<file path="config.mk">
export PLATFORM = sky130hd
export DESIGN_NAME = rria_pick
export DESIGN_NICKNAME = d
export VERILOG_FILES = /design/src/design/rria_pkg.sv /design/src/design/rria_pick.sv
export SDC_FILE = /design/constraint.sdc
export NUM_CORES = 1
export LEC_CHECK = 0
export BUFFER_PORTS_ARGS = -buffer_cell sky130_fd_sc_hd__clkbuf_2
export CORE_ASPECT_RATIO = 0.9
export CORE_MARGIN = 4
export CORE_UTILIZATION = 50
export DETAILED_ROUTE_END_ITERATION = 8
export PLACE_DENSITY = 0.74
export SLEW_MARGIN = 20
export SYNTH_ARGS = -nofsm -noshare
export SYNTH_HDL_FRONTEND = slang
export SYNTH_SLANG_ARGS = --single-unit
</file>
<file path="constraint.sdc">
create_clock -name vclk -period 6.25
set_clock_uncertainty 0.1 [all_clocks]
set_input_delay 0.625 -clock vclk [all_inputs]
set_output_delay 0.625 -clock vclk [all_outputs]
set_load 0.05 [all_outputs]
</file>
<file path="src/design/rria_pkg.sv">
package rria_pkg;

  localparam int SLOT_W  = 10;
  localparam int SLOTS   = 1 << SLOT_W;
  localparam int BIT_W   = 5;
  localparam int WORD    = 1 << BIT_W;
  localparam int ROW_W   = SLOT_W - BIT_W;
  localparam int ROWS    = 1 << ROW_W;
  localparam int VISIT_W = $clog2(ROWS + 1);
  localparam int ID_W    = 20;
  localparam int OWN_W   = 16;
  localparam int SRV_W   = 10;
  localparam int FUNC_W  = 2;

  typedef enum logic [FUNC_W-1:0] {
    FN_ALLOC   = 2'd0,
    FN_DESTROY = 2'd1,
    FN_LOOKUP  = 2'd2
  } func_t;

  typedef enum logic [1:0] {
    S_CLEAR,
    S_IDLE,
    S_FETCH,
    S_EVAL
  } state_t;

  typedef struct packed {
    logic             first;
    logic             last;
    logic             row0;
    logic [BIT_W-1:0] lo;
  } pick_ctl_t;

endpackage

</file>
<file path="src/design/rria_pick.sv">
module rria_pick
  import rria_pkg::*;
(
  input  pick_ctl_t        ctl,
  input  logic [WORD-1:0]  busy,
  output logic             hit,
  output logic [BIT_W-1:0] idx
);

  logic [WORD-1:0] avail;

  // free slots of one row, limited to the part of the row this pass covers
  always_comb begin
    for (int i = 0; i < WORD; i++) begin
      avail[i] = !busy[i];
      if (ctl.first && (BIT_W'(i) < ctl.lo)) begin
        avail[i] = 1'b0;
      end
      if (ctl.last && (BIT_W'(i) >= ctl.lo)) begin
        avail[i] = 1'b0;
      end
      if (ctl.row0 && (i == 0)) begin
        avail[i] = 1'b0;
      end
    end
  end

  // lowest free position wins
  always_comb begin
    hit = |avail;
    idx = '0;
    for (int i = WORD - 1; i >= 0; i--) begin
      if (avail[i]) begin
        idx = BIT_W'(i);
      end
    end
  end

endmodule

</file>
# Word-level counts from Yosys, hierarchy flattened
# Index checks and enable logic that the tools add are counted.
# totals
reg_bits,0
inputBits,40
output_inout_bits,6
word_cells,258
# op_classes
magnitude_cmp,64
mux,97
n_reduce_logical,97
# ops
operator,n
two-way mux 5 bit,32
greater-or-equal comparator 5 bit (first input constant),16
less-than comparator 5 bit (first input constant),16
two-way mux 1 bit,65
logical AND 1 bit,64
greater-or-equal comparator 4 x 5 -> 1 bit (first input constant),8
less-than comparator 4 x 5 -> 1 bit (first input constant),8
logical NOT 1 bit,32
OR reduction 32 bit,1
greater-or-equal comparator 3 x 5 -> 1 bit (first input constant),4
less-than comparator 3 x 5 -> 1 bit (first input constant),4
greater-or-equal comparator 1 x 5 -> 1 bit (first input constant),2
greater-or-equal comparator 2 x 5 -> 1 bit (first input constant),2
less-than comparator 1 x 5 -> 1 bit (first input constant),2
less-than comparator 2 x 5 -> 1 bit (first input constant),2

# Logic depth before layout (Yosys ltp)
# Gate-level depths: netlist (run 1).
# depth
word_depth,36
ltp_mapped,9

# Worst setup path after synthesis (run 1)
# Ideal clock, no wire load.
# synth_timing
path_kind,in2out
startpoint,in ctl[0] (netlist name)
endpoint,out idx[4]
arrival_ps,3155
t_required_ps,5525
setup_slack_ps,2370
path_stages,8
path_buffers,2
cell_sequence,buf_4 > clkbuf_1 > or2_1 > a31oi_1 > o22ai_1 > a22o_1 > nor3_1 > nor3b_1
# synth_between
elab_chain_cells,36
# synth_rtl
element,line_no,text
start: declaration,rria_pick.sv:4,"input pick_ctl_t ctl,"
less-than comparator 5 bit,rria_pick.sv:16,if (ctl.first && (BIT_W'(i) < ctl.lo)) begin
logical AND 1 bit,rria_pick.sv:16,
two-way mux 1 bit,rria_pick.sv:16,
two-way mux 1 bit,rria_pick.sv:19,if (ctl.last && (BIT_W'(i) >= ctl.lo)) begin
two-way mux 5 bit (31 in series),rria_pick.sv:33,if (avail[i]) begin
two-way mux 5 bit (*),rria_pick.sv:33,
end: declaration,rria_pick.sv:7,output logic [BIT_W-1:0] idx
# Mark *: on every way between the ends. The rest lies on a longest branch, timed or not.

# Worst setup path in the final report (run 1)
# layout_timing
startpoint,in ctl[3] (netlist name)
endpoint,out idx[0]
# The elaborated chain is that of the path after synthesis.

==> results of run 1 <==
==> worst paths after layout <==
| kind | startpoint | end | cells after the start |
|---|---|---|---|
| worst max-delay path | ctl[3] | idx[0] | 9 |
| worst min-delay path | busy[2] | idx[0] | 6 |
==> Yosys cell counts (5+ instances only) <==
cell type,count
sky130_fd_sc_hd__o21ai_1,5
sky130_fd_sc_hd__a211oi_1,9
sky130_fd_sc_hd__nand2_1,18
sky130_fd_sc_hd__clkbuf_1,7
sky130_fd_sc_hd__nand3_1,5
sky130_fd_sc_hd__mux2i_1,9
sky130_fd_sc_hd__o21ai_0,12
sky130_fd_sc_hd__o211ai_1,6
sky130_fd_sc_hd__and3_1,5
sky130_fd_sc_hd__nor2_1,38
sky130_fd_sc_hd__inv_1,10
sky130_fd_sc_hd__a21oi_1,16
sky130_fd_sc_hd__nor3_1,7
sky130_fd_sc_hd__buf_2,9
sky130_fd_sc_hd__o22ai_1,5
==> routing by layer <==
| layer | vias to the layer above | global-route usage [%] | part of all wire [%] |
|---|---|---|---|
| met4 | 0 | 4.44 | 2.0 |
| li1 | 1001 | - | - |
| met2 | 108 | 37.1 | 45 |
| met3 | 10 | 0.376 | 8.2 |
| met1 | 901 | 34.5 | 45 |
| met5 | - | 0 | 0 |
==> cell families after synthesis <==
| logic type | count (synthesis) | synth area share [%] |
|---|---|---|
| AO/OA/AOI/OAI | 102 | 49.9 |
| AND/OR/NAND/NOR | 98 | 32.6 |
| buffers and inverters | 33 | 10.1 |
| multiplexers | 10 | 6.80 |
| adder cells (fa/ha/maj) | 1 | 0.672 |
==> per-stage QoR <==
step | worst slack, ns | hold WS [ns] | instances
after global placement | 2.48 | 1.71 | 309
after global routing | 2.28 | 1.77 | 309
after CTS | 2.48 | 1.72 | 309
after floorplan | 2.37 | 1.50 | 244
final | 2.43 | 1.71 | 309
after detailed placement | 2.49 | 1.72 | 309
==> worst max-delay path: stages <==
cell and delay (ns):
sky130_fd_sc_hd__clkbuf_2 0.44, sky130_fd_sc_hd__nor4bb_1 0.35, sky130_fd_sc_hd__a32oi_1 0.14, sky130_fd_sc_hd__a221o_1 0.36, sky130_fd_sc_hd__a221o_1 0.39, sky130_fd_sc_hd__a211oi_2 0.22
sky130_fd_sc_hd__o41ai_1 0.11, sky130_fd_sc_hd__a21oi_1 0.17, sky130_fd_sc_hd__clkbuf_2 0.29
==> power groups by stage <==
stage	sequential (W)	combinational [W]	clock, W
2_1_floorplan	0	0.000104	0
3_3_place_gp	0	0.000137	0
6_report	0	0.000141	0
3_5_place_dp	0	0.000138	0
5_1_grt	0	0.000154	0
4_1_cts	0	0.000139	0
==> area by class of cell <==
type	count	area [um^2]
Fill cell	318	1130
Inverter	12	45.0
Multi-Input combinational cell	211	1340
Tap cell	40	50.0
Timing Repair Buffer	46	230
==> run_results.csv, run 1 <==
group,metric,value,unit
outcome,outcome,"finished, final reports clean",
setup_path,worst-setup-path-type,"in2out",
setup_path,worst_setup_path_start_kind,"input pin",
clocking,postCtsHoldBufs,0,
floorplan,floorplan.die_area,0.00392,mm^2
grt,grt_pass1_vias,1609,
synth,postSynthAreaPerCell,6.11,um^2
routing,drt-initial-drc-count,177,
grt,globalRouteOverflowTotal,0,
routing,vias_post_dr,2020,
synth,netlist.top_cell.by_area,"sky130_fd_sc_hd__nor2_1",
synth,ys.warnings.count,0,
floorplan,floorplan.die.height,59.8,um
power,switching_power,0.0000887,W
power,share_comb_of_total_power,100.0,%
floorplan,io_pins,46,
routing,drc,0,
routing,drt_pass1_iterations,5,
power,power,0.000141,W
power,switching_share,62.8,%
grt,track_usage,23.0,%
power,power.static_leakage,0.734,nW
synth,seq_area_frac_synth,0,%
setup_path,worstPathRequired,5.52,ns
clocking,post-cts-setup-buffer-count,0,
finish,layout.core_utilization,59.6,%
sta,final.min_clock_period,3.82,ns
finish,commonest_cells_after_routing_fill_and_taps_aside,"sky130_fd_sc_hd__clkbuf_2 (46), sky130_fd_sc_hd__nor2_1 (38), sky130_fd_sc_hd__nand2_1 (18)",
floorplan,die_w,65.5,um
routing,vias_per_cell,6.54,
setup_path,crit_path_end_kind,"output pin",
finish,regArea,0,um^2
floorplan,placementRows,18,
finish,synthesis_to_layout_area_growth,11.8,%
floorplan,initial_core_util,53.4,%
power,power.share.sequential,0,%
place,cell_area_placed,0.00167,mm^2
finish,finalInstanceArea,0.00167,mm^2
place,count_of_buffers_from_port_buffering,46,
routing,final_antenna_net_count,0,
synth,synth_area,0.00149,mm^2
sta,min_period_over_period,61.1,%
flow_run,max-cap-violations,0,
synth,synthesis.nets,284,
setup_path,data_arrival_time_of_the_critical_path,3.09,ns
clocking,cts.repair.resized,0,
grt,initial_antenna_violation_count,0,
min_path,worst_hold_path_type,"in2out",
sta,finalMaxSlewViolations,0,
setup_path,worst-path-max-fanout,32,
finish,seq_cells,0,
place,gp_routability_congestion,0.934,
sta,final_hold_viol_count,0,
synth,synth_top_cells_by_area,"sky130_fd_sc_hd__nor2_1 (9.6%), sky130_fd_sc_hd__mux2i_1 (6.0%), sky130_fd_sc_hd__a21oi_1 (5.4%)",
finish,final_nets,311,
sta,tightest_slew,0.624,ns
place,place_hpwl,3.48,mm
sta,achievable_frequency,0.262,GHz
power,ir_worst_vdd,0.0544,mV
finish,diodes,0,
sta,finalSetupTns,0,ns
routing,drt_wl_total,4.67,mm
synth,synth_top_area_share,9.57,%
sta,setup_viol,0,
power,power_per_cell_area,84.8,mW/mm^2
finish,clock_buffer_count,0,
sta,rsz_0062_raised_after_global_routing,"false",
floorplan,floorplan.core_area,0.00279,mm^2
routing,detail_route.wl_per_cell,15.1,um
grt,grt_start_max_net_pins,34,
grt,first_pass_grt_wire_length,7.40,mm
finish,layout-drive-gt1-share,19.0,%
finish,final_common_cell,"sky130_fd_sc_hd__clkbuf_2",
synth,post_synth_num_cell_types,62,
sta,maxSlewHeadroom,58.4,%
power,clock_power_share,0,%
power,p_int,0.0000526,W
synth,synthCells,244,
(Power assumes the default switching activity.)
==> run 2: changes to the inputs <==
- clock period: 6.25 -> 3.8 ns (I/O delays scaled with it)
==> run_results.csv, run 2 (synthesis results as in run 1) <==
group,metric,value,unit
outcome,outcome,"finished, final reports clean",
clocking,post-cts-setup-buffer-count,0,
sta,final.min_clock_period,3.14,ns
place,count_of_buffers_from_port_buffering,46,
power,clock_power_share,0,%
power,p_int,0.0000912,W
sta,maxSlewHeadroom,66.5,%
grt,first_pass_grt_wire_length,7.49,mm
routing,detail_route.wl_per_cell,15.1,um
finish,synthesis_to_layout_area_growth,15.3,%
grt,initial_antenna_violation_count,0,
finish,layout-drive-gt1-share,21.0,%
routing,drt_pass1_iterations,5,
power,power.static_leakage,0.768,nW
sta,setup_slack,0.657,ns
power,switching_power,0.000147,W
floorplan,initial_core_util,53.4,%
routing,drt_wl_total,4.76,mm
sta,final_hold_viol_count,0,
finish,final_nets,318,
finish,layout.core_utilization,61.5,%
setup_path,worst_setup_path_startpoint,"ctl[0]",
grt,grt_pass1_vias,1630,
floorplan,die_w,65.5,um
power,ir_worst_vdd,0.0853,mV
sta,setup_viol,0,
finish,clock_buffer_count,0,
floorplan,io_pins,46,
power,power.share.sequential,0,%
sta,achievable_frequency,0.318,GHz
power,power_per_cell_area,139,mW/mm^2
floorplan,floorplan.die_area,0.00392,mm^2
setup_path,worstPathRequired,3.32,ns
routing,drt-initial-drc-count,183,
setup_path,worst_setup_path_start_kind,"input pin",
routing,vias_post_dr,2038,
clocking,cts.repair.resized,0,
power,switching_share,61.8,%
grt,track_usage,23.4,%
routing,vias_per_cell,6.45,
min_path,worst_hold_path_type,"in2out",
finish,final_common_cell,"sky130_fd_sc_hd__clkbuf_2",
setup_path,cp-endpoint,"idx[0]",
routing,final_antenna_net_count,0,
sta,min_period_over_period,82.7,%
finish,diodes,0,
setup_path,worst-path-max-fanout,18,
sta,tightest_slew,0.499,ns
grt,grt_start_max_net_pins,25,
floorplan,floorplan.core_area,0.00279,mm^2
flow_run,max-cap-violations,0,
floorplan,floorplan.die.height,59.8,um
sta,rsz_0062_raised_after_global_routing,"false",
routing,drc,0,
finish,fillers,307,
finish,regArea,0,um^2
grt,globalRouteOverflowTotal,0,
setup_path,worst-setup-path-type,"in2out",
power,power,0.000238,W
place,gp_routability_congestion,0.989,
clocking,postCtsHoldBufs,0,
place,dp_slack,0.660,ns
setup_path,data_arrival_time_of_the_critical_path,2.66,ns
setup_path,crit_path_end_kind,"output pin",
sta,finalSetupTns,0,ns
sta,finalMaxSlewViolations,0,
finish,seq_cells,0,
floorplan,placementRows,18,
power,share_comb_of_total_power,100.0,%
finish,commonest_cells_after_routing_fill_and_taps_aside,"sky130_fd_sc_hd__clkbuf_2 (46), sky130_fd_sc_hd__nor2_1 (38), sky130_fd_sc_hd__nand2_1 (18)",
place,place_hpwl,3.68,mm
==> run 2: cell count changes in the layout (fill, tap and decap cells not counted), sizes merged <==
cell,change
buf,+7
==> run 2: power groups by stage <==
stage | combinational [W] | clock [W] | sequential, W
finish | 0.000238 | 0 | 0
floorplan | 0.000170 | 0 | 0
detailed placement | 0.000233 | 0 | 0
global route | 0.000260 | 0 | 0
global placement | 0.000233 | 0 | 0
CTS | 0.000234 | 0 | 0
==> run 2: worst min-delay path by stage <==
stage / startpoint / end / slack [ns] / cells past startpoint
after global placement: busy[1] / idx[0] / 1.23 / 5
after floorplan: busy[1] / idx[0] / 1.01 / 3
final: busy[1] / idx[0] / 1.22 / 5
after CTS: busy[1] / idx[0] / 1.22 / 5
after detailed placement: busy[1] / idx[0] / 1.22 / 5
after global routing: busy[1] / idx[0] / 1.29 / 5
==> run 2: worst max-delay path, cell delays in order <==
cell and delay (ns):
sky130_fd_sc_hd__clkbuf_2 0.29, sky130_fd_sc_hd__and3_1 0.34, sky130_fd_sc_hd__a32oi_1 0.14, sky130_fd_sc_hd__a221o_1 0.35, sky130_fd_sc_hd__a221o_1 0.37, sky130_fd_sc_hd__a211oi_2 0.22
sky130_fd_sc_hd__o41ai_1 0.11, sky130_fd_sc_hd__a21oi_1 0.17, sky130_fd_sc_hd__clkbuf_2 0.29
==> run 2: metrics by stage <==
| stage | instance area [um^2] | hold WS, ns | std cells |
|---|---|---|---|
| after global placement | 1720 | 1.23 | 316 |
| after global routing | 1720 | 1.29 | 316 |
| final | 1720 | 1.22 | 316 |
| after detailed placement | 1720 | 1.22 | 316 |
| after floorplan | 1490 | 1.01 | 244 |
| after CTS | 1720 | 1.22 | 316 |
==> run 2: final cells by class <==
type	instances	area, um^2	area share (%)
inverters	12	45.0	2.62
multi-input cells	211	1340	78.0
well taps	40	50.0	2.91
repair buffers	53	283	16.5
==> run 2: metal layers <==
metal	up-vias	routed length (um)	track usage (%)
met5	-	0	0
met4	0	33	2.37
met3	6	451	0.188
met2	120	2160	37.7
met1	897	2120	35.8
li1	1015	-	-
==> run 3: changes to the inputs <==
- clock period: 3.8 -> 3.2 ns (I/O delays scaled with it)
==> run_results.csv, run 3 (synthesis results as in run 1) <==
group,metric,value,unit
sta,finalMaxSlewViolations,0,
place,gp_routability_congestion,0.959,
power,switching_power,0.000177,W
finish,finalInstanceArea,0.00178,mm^2
power,ir_worst_vdd,0.0953,mV
routing,drt_wl_total,4.82,mm
min_path,holdPathStages,5,
setup_path,worst_setup_path_start_kind,"input pin",
finish,seq_cells,0,
sta,achievable_frequency,0.338,GHz
min_path,worst_hold_path_type,"in2out",
finish,layout-drive-gt1-share,23.0,%
grt,globalRouteOverflowTotal,0,
finish,regArea,0,um^2
floorplan,io_pins,46,
setup_path,crit_path_end_kind,"output pin",
power,power_per_cell_area,164,mW/mm^2
power,switching_share,60.5,%
sta,rsz_0062_raised_after_global_routing,"false",
finish,layout.core_utilization,63.8,%
setup_path,worst-setup-path-type,"in2out",
grt,grt_start_max_net_pins,24,
routing,detail_route.wl_per_cell,15.0,um
grt,grt_pass1_vias,1872,
routing,vias_per_cell,6.53,
finish,commonest_cells_after_routing_fill_and_taps_aside,"sky130_fd_sc_hd__clkbuf_2 (46), sky130_fd_sc_hd__nor2_1 (38), sky130_fd_sc_hd__nand2_1 (18)",
sta,min_period_over_period,92.6,%
floorplan,die_w,65.5,um
outcome,outcome,"finished, final reports clean",
sta,finalSetupTns,0,ns
power,share_comb_of_total_power,100.0,%
floorplan,floorplan.die.height,59.8,um
finish,clock_buffer_count,0,
routing,drc,0,
clocking,postCtsHoldBufs,0,
floorplan,placementRows,18,
setup_path,data_arrival_time_of_the_critical_path,2.54,ns
grt,initial_antenna_violation_count,0,
sta,maxSlewHeadroom,70.1,%
place,place_inst,322,
power,p_int,0.000115,W
floorplan,floorplan.die_area,0.00392,mm^2
finish,layoutNonFillerInstCount,322,
setup_path,worst-path-max-fanout,20,
sta,tightest_slew,0.442,ns
power,power.static_leakage,0.804,nW
clocking,post-cts-setup-buffer-count,0,
finish,multi_input_area,0.00135,mm^2
sta,setup_viol,0,
power,power,0.000292,W
sta,final_hold_viol_count,0,
grt,first_pass_grt_wire_length,8.11,mm
routing,drt_pass1_iterations,5,
clocking,cts.repair.resized,0,
sta,final.min_clock_period,2.96,ns
flow_run,max-cap-violations,0,
place,count_of_buffers_from_port_buffering,46,
power,power.share.sequential,0,%
grt,track_usage,24.9,%
floorplan,floorplan.core_area,0.00279,mm^2
finish,fillers,289,
place,cell_area_placed,0.00178,mm^2
finish,final_common_cell,"sky130_fd_sc_hd__clkbuf_2",
place,place_hpwl,3.77,mm
finish,final_nets,324,
setup_path,worstPathRequired,2.78,ns
finish,diodes,0,
routing,final_antenna_net_count,0,
power,clock_power_share,0,%
floorplan,initial_core_util,53.4,%
routing,vias_post_dr,2102,
routing,drt-initial-drc-count,302,
finish,synthesis_to_layout_area_growth,19.5,%
run 3: cell count changes in the layout (fill, tap and decap cells not counted), sizes merged:
cell | previous run | this run
buf | 7 | 13
run 3: per-stage QoR:
step / hold WS [ns] / setup slack [ns]
2_1_floorplan: 0.895 / 0.210
3_3_place_gp: 1.10 / 0.299
3_5_place_dp: 1.11 / 0.269
4_1_cts: 1.11 / 0.277
5_1_grt: 1.16 / 0.0245
6_report: 1.11 / 0.238
run 3: worst max-delay path: stages:
cell and delay [ns]:
sky130_fd_sc_hd__clkbuf_2 0.24, sky130_fd_sc_hd__buf_4 0.25, sky130_fd_sc_hd__a41oi_1 0.29, sky130_fd_sc_hd__mux2i_1 0.25
sky130_fd_sc_hd__o21ai_0 0.20, sky130_fd_sc_hd__or3_1 0.43, sky130_fd_sc_hd__a211oi_1 0.23, sky130_fd_sc_hd__o21ai_1 0.10
sky130_fd_sc_hd__clkbuf_2 0.24
run 3: area by class of cell:
cell class / instances / area share [%]
inverters: 12 / 2.53
well taps: 40 / 2.81
multi-input cells: 211 / 75.5
repair buffers: 59 / 19.1
run 3: metal layers:
| layer | global-route usage [%] | up-vias | part of all wire [%] |
|---|---|---|---|
| met3 | 1.50 | 11 | 7.6 |
| li1 | - | 1023 | - |
| met4 | 5.33 | 0 | 1.8 |
| met1 | 34.4 | 951 | 44 |
| met5 | 0 | - | 0 |
| met2 | 42.9 | 117 | 46 |
run 3: power by group through the flow:
stage	clock network (W)	registers (W)	logic [W]
2_1_floorplan	0	0	0.000203
3_3_place_gp	0	0	0.000284
3_5_place_dp	0	0	0.000285
4_1_cts	0	0	0.000287
5_1_grt	0	0	0.000321
6_report	0	0	0.000292
run 3: worst paths after layout:
kind / from / end / slack [ns]
max: ctl[2] / idx[1] / 0.24
min: busy[1] / idx[0] / 1.11
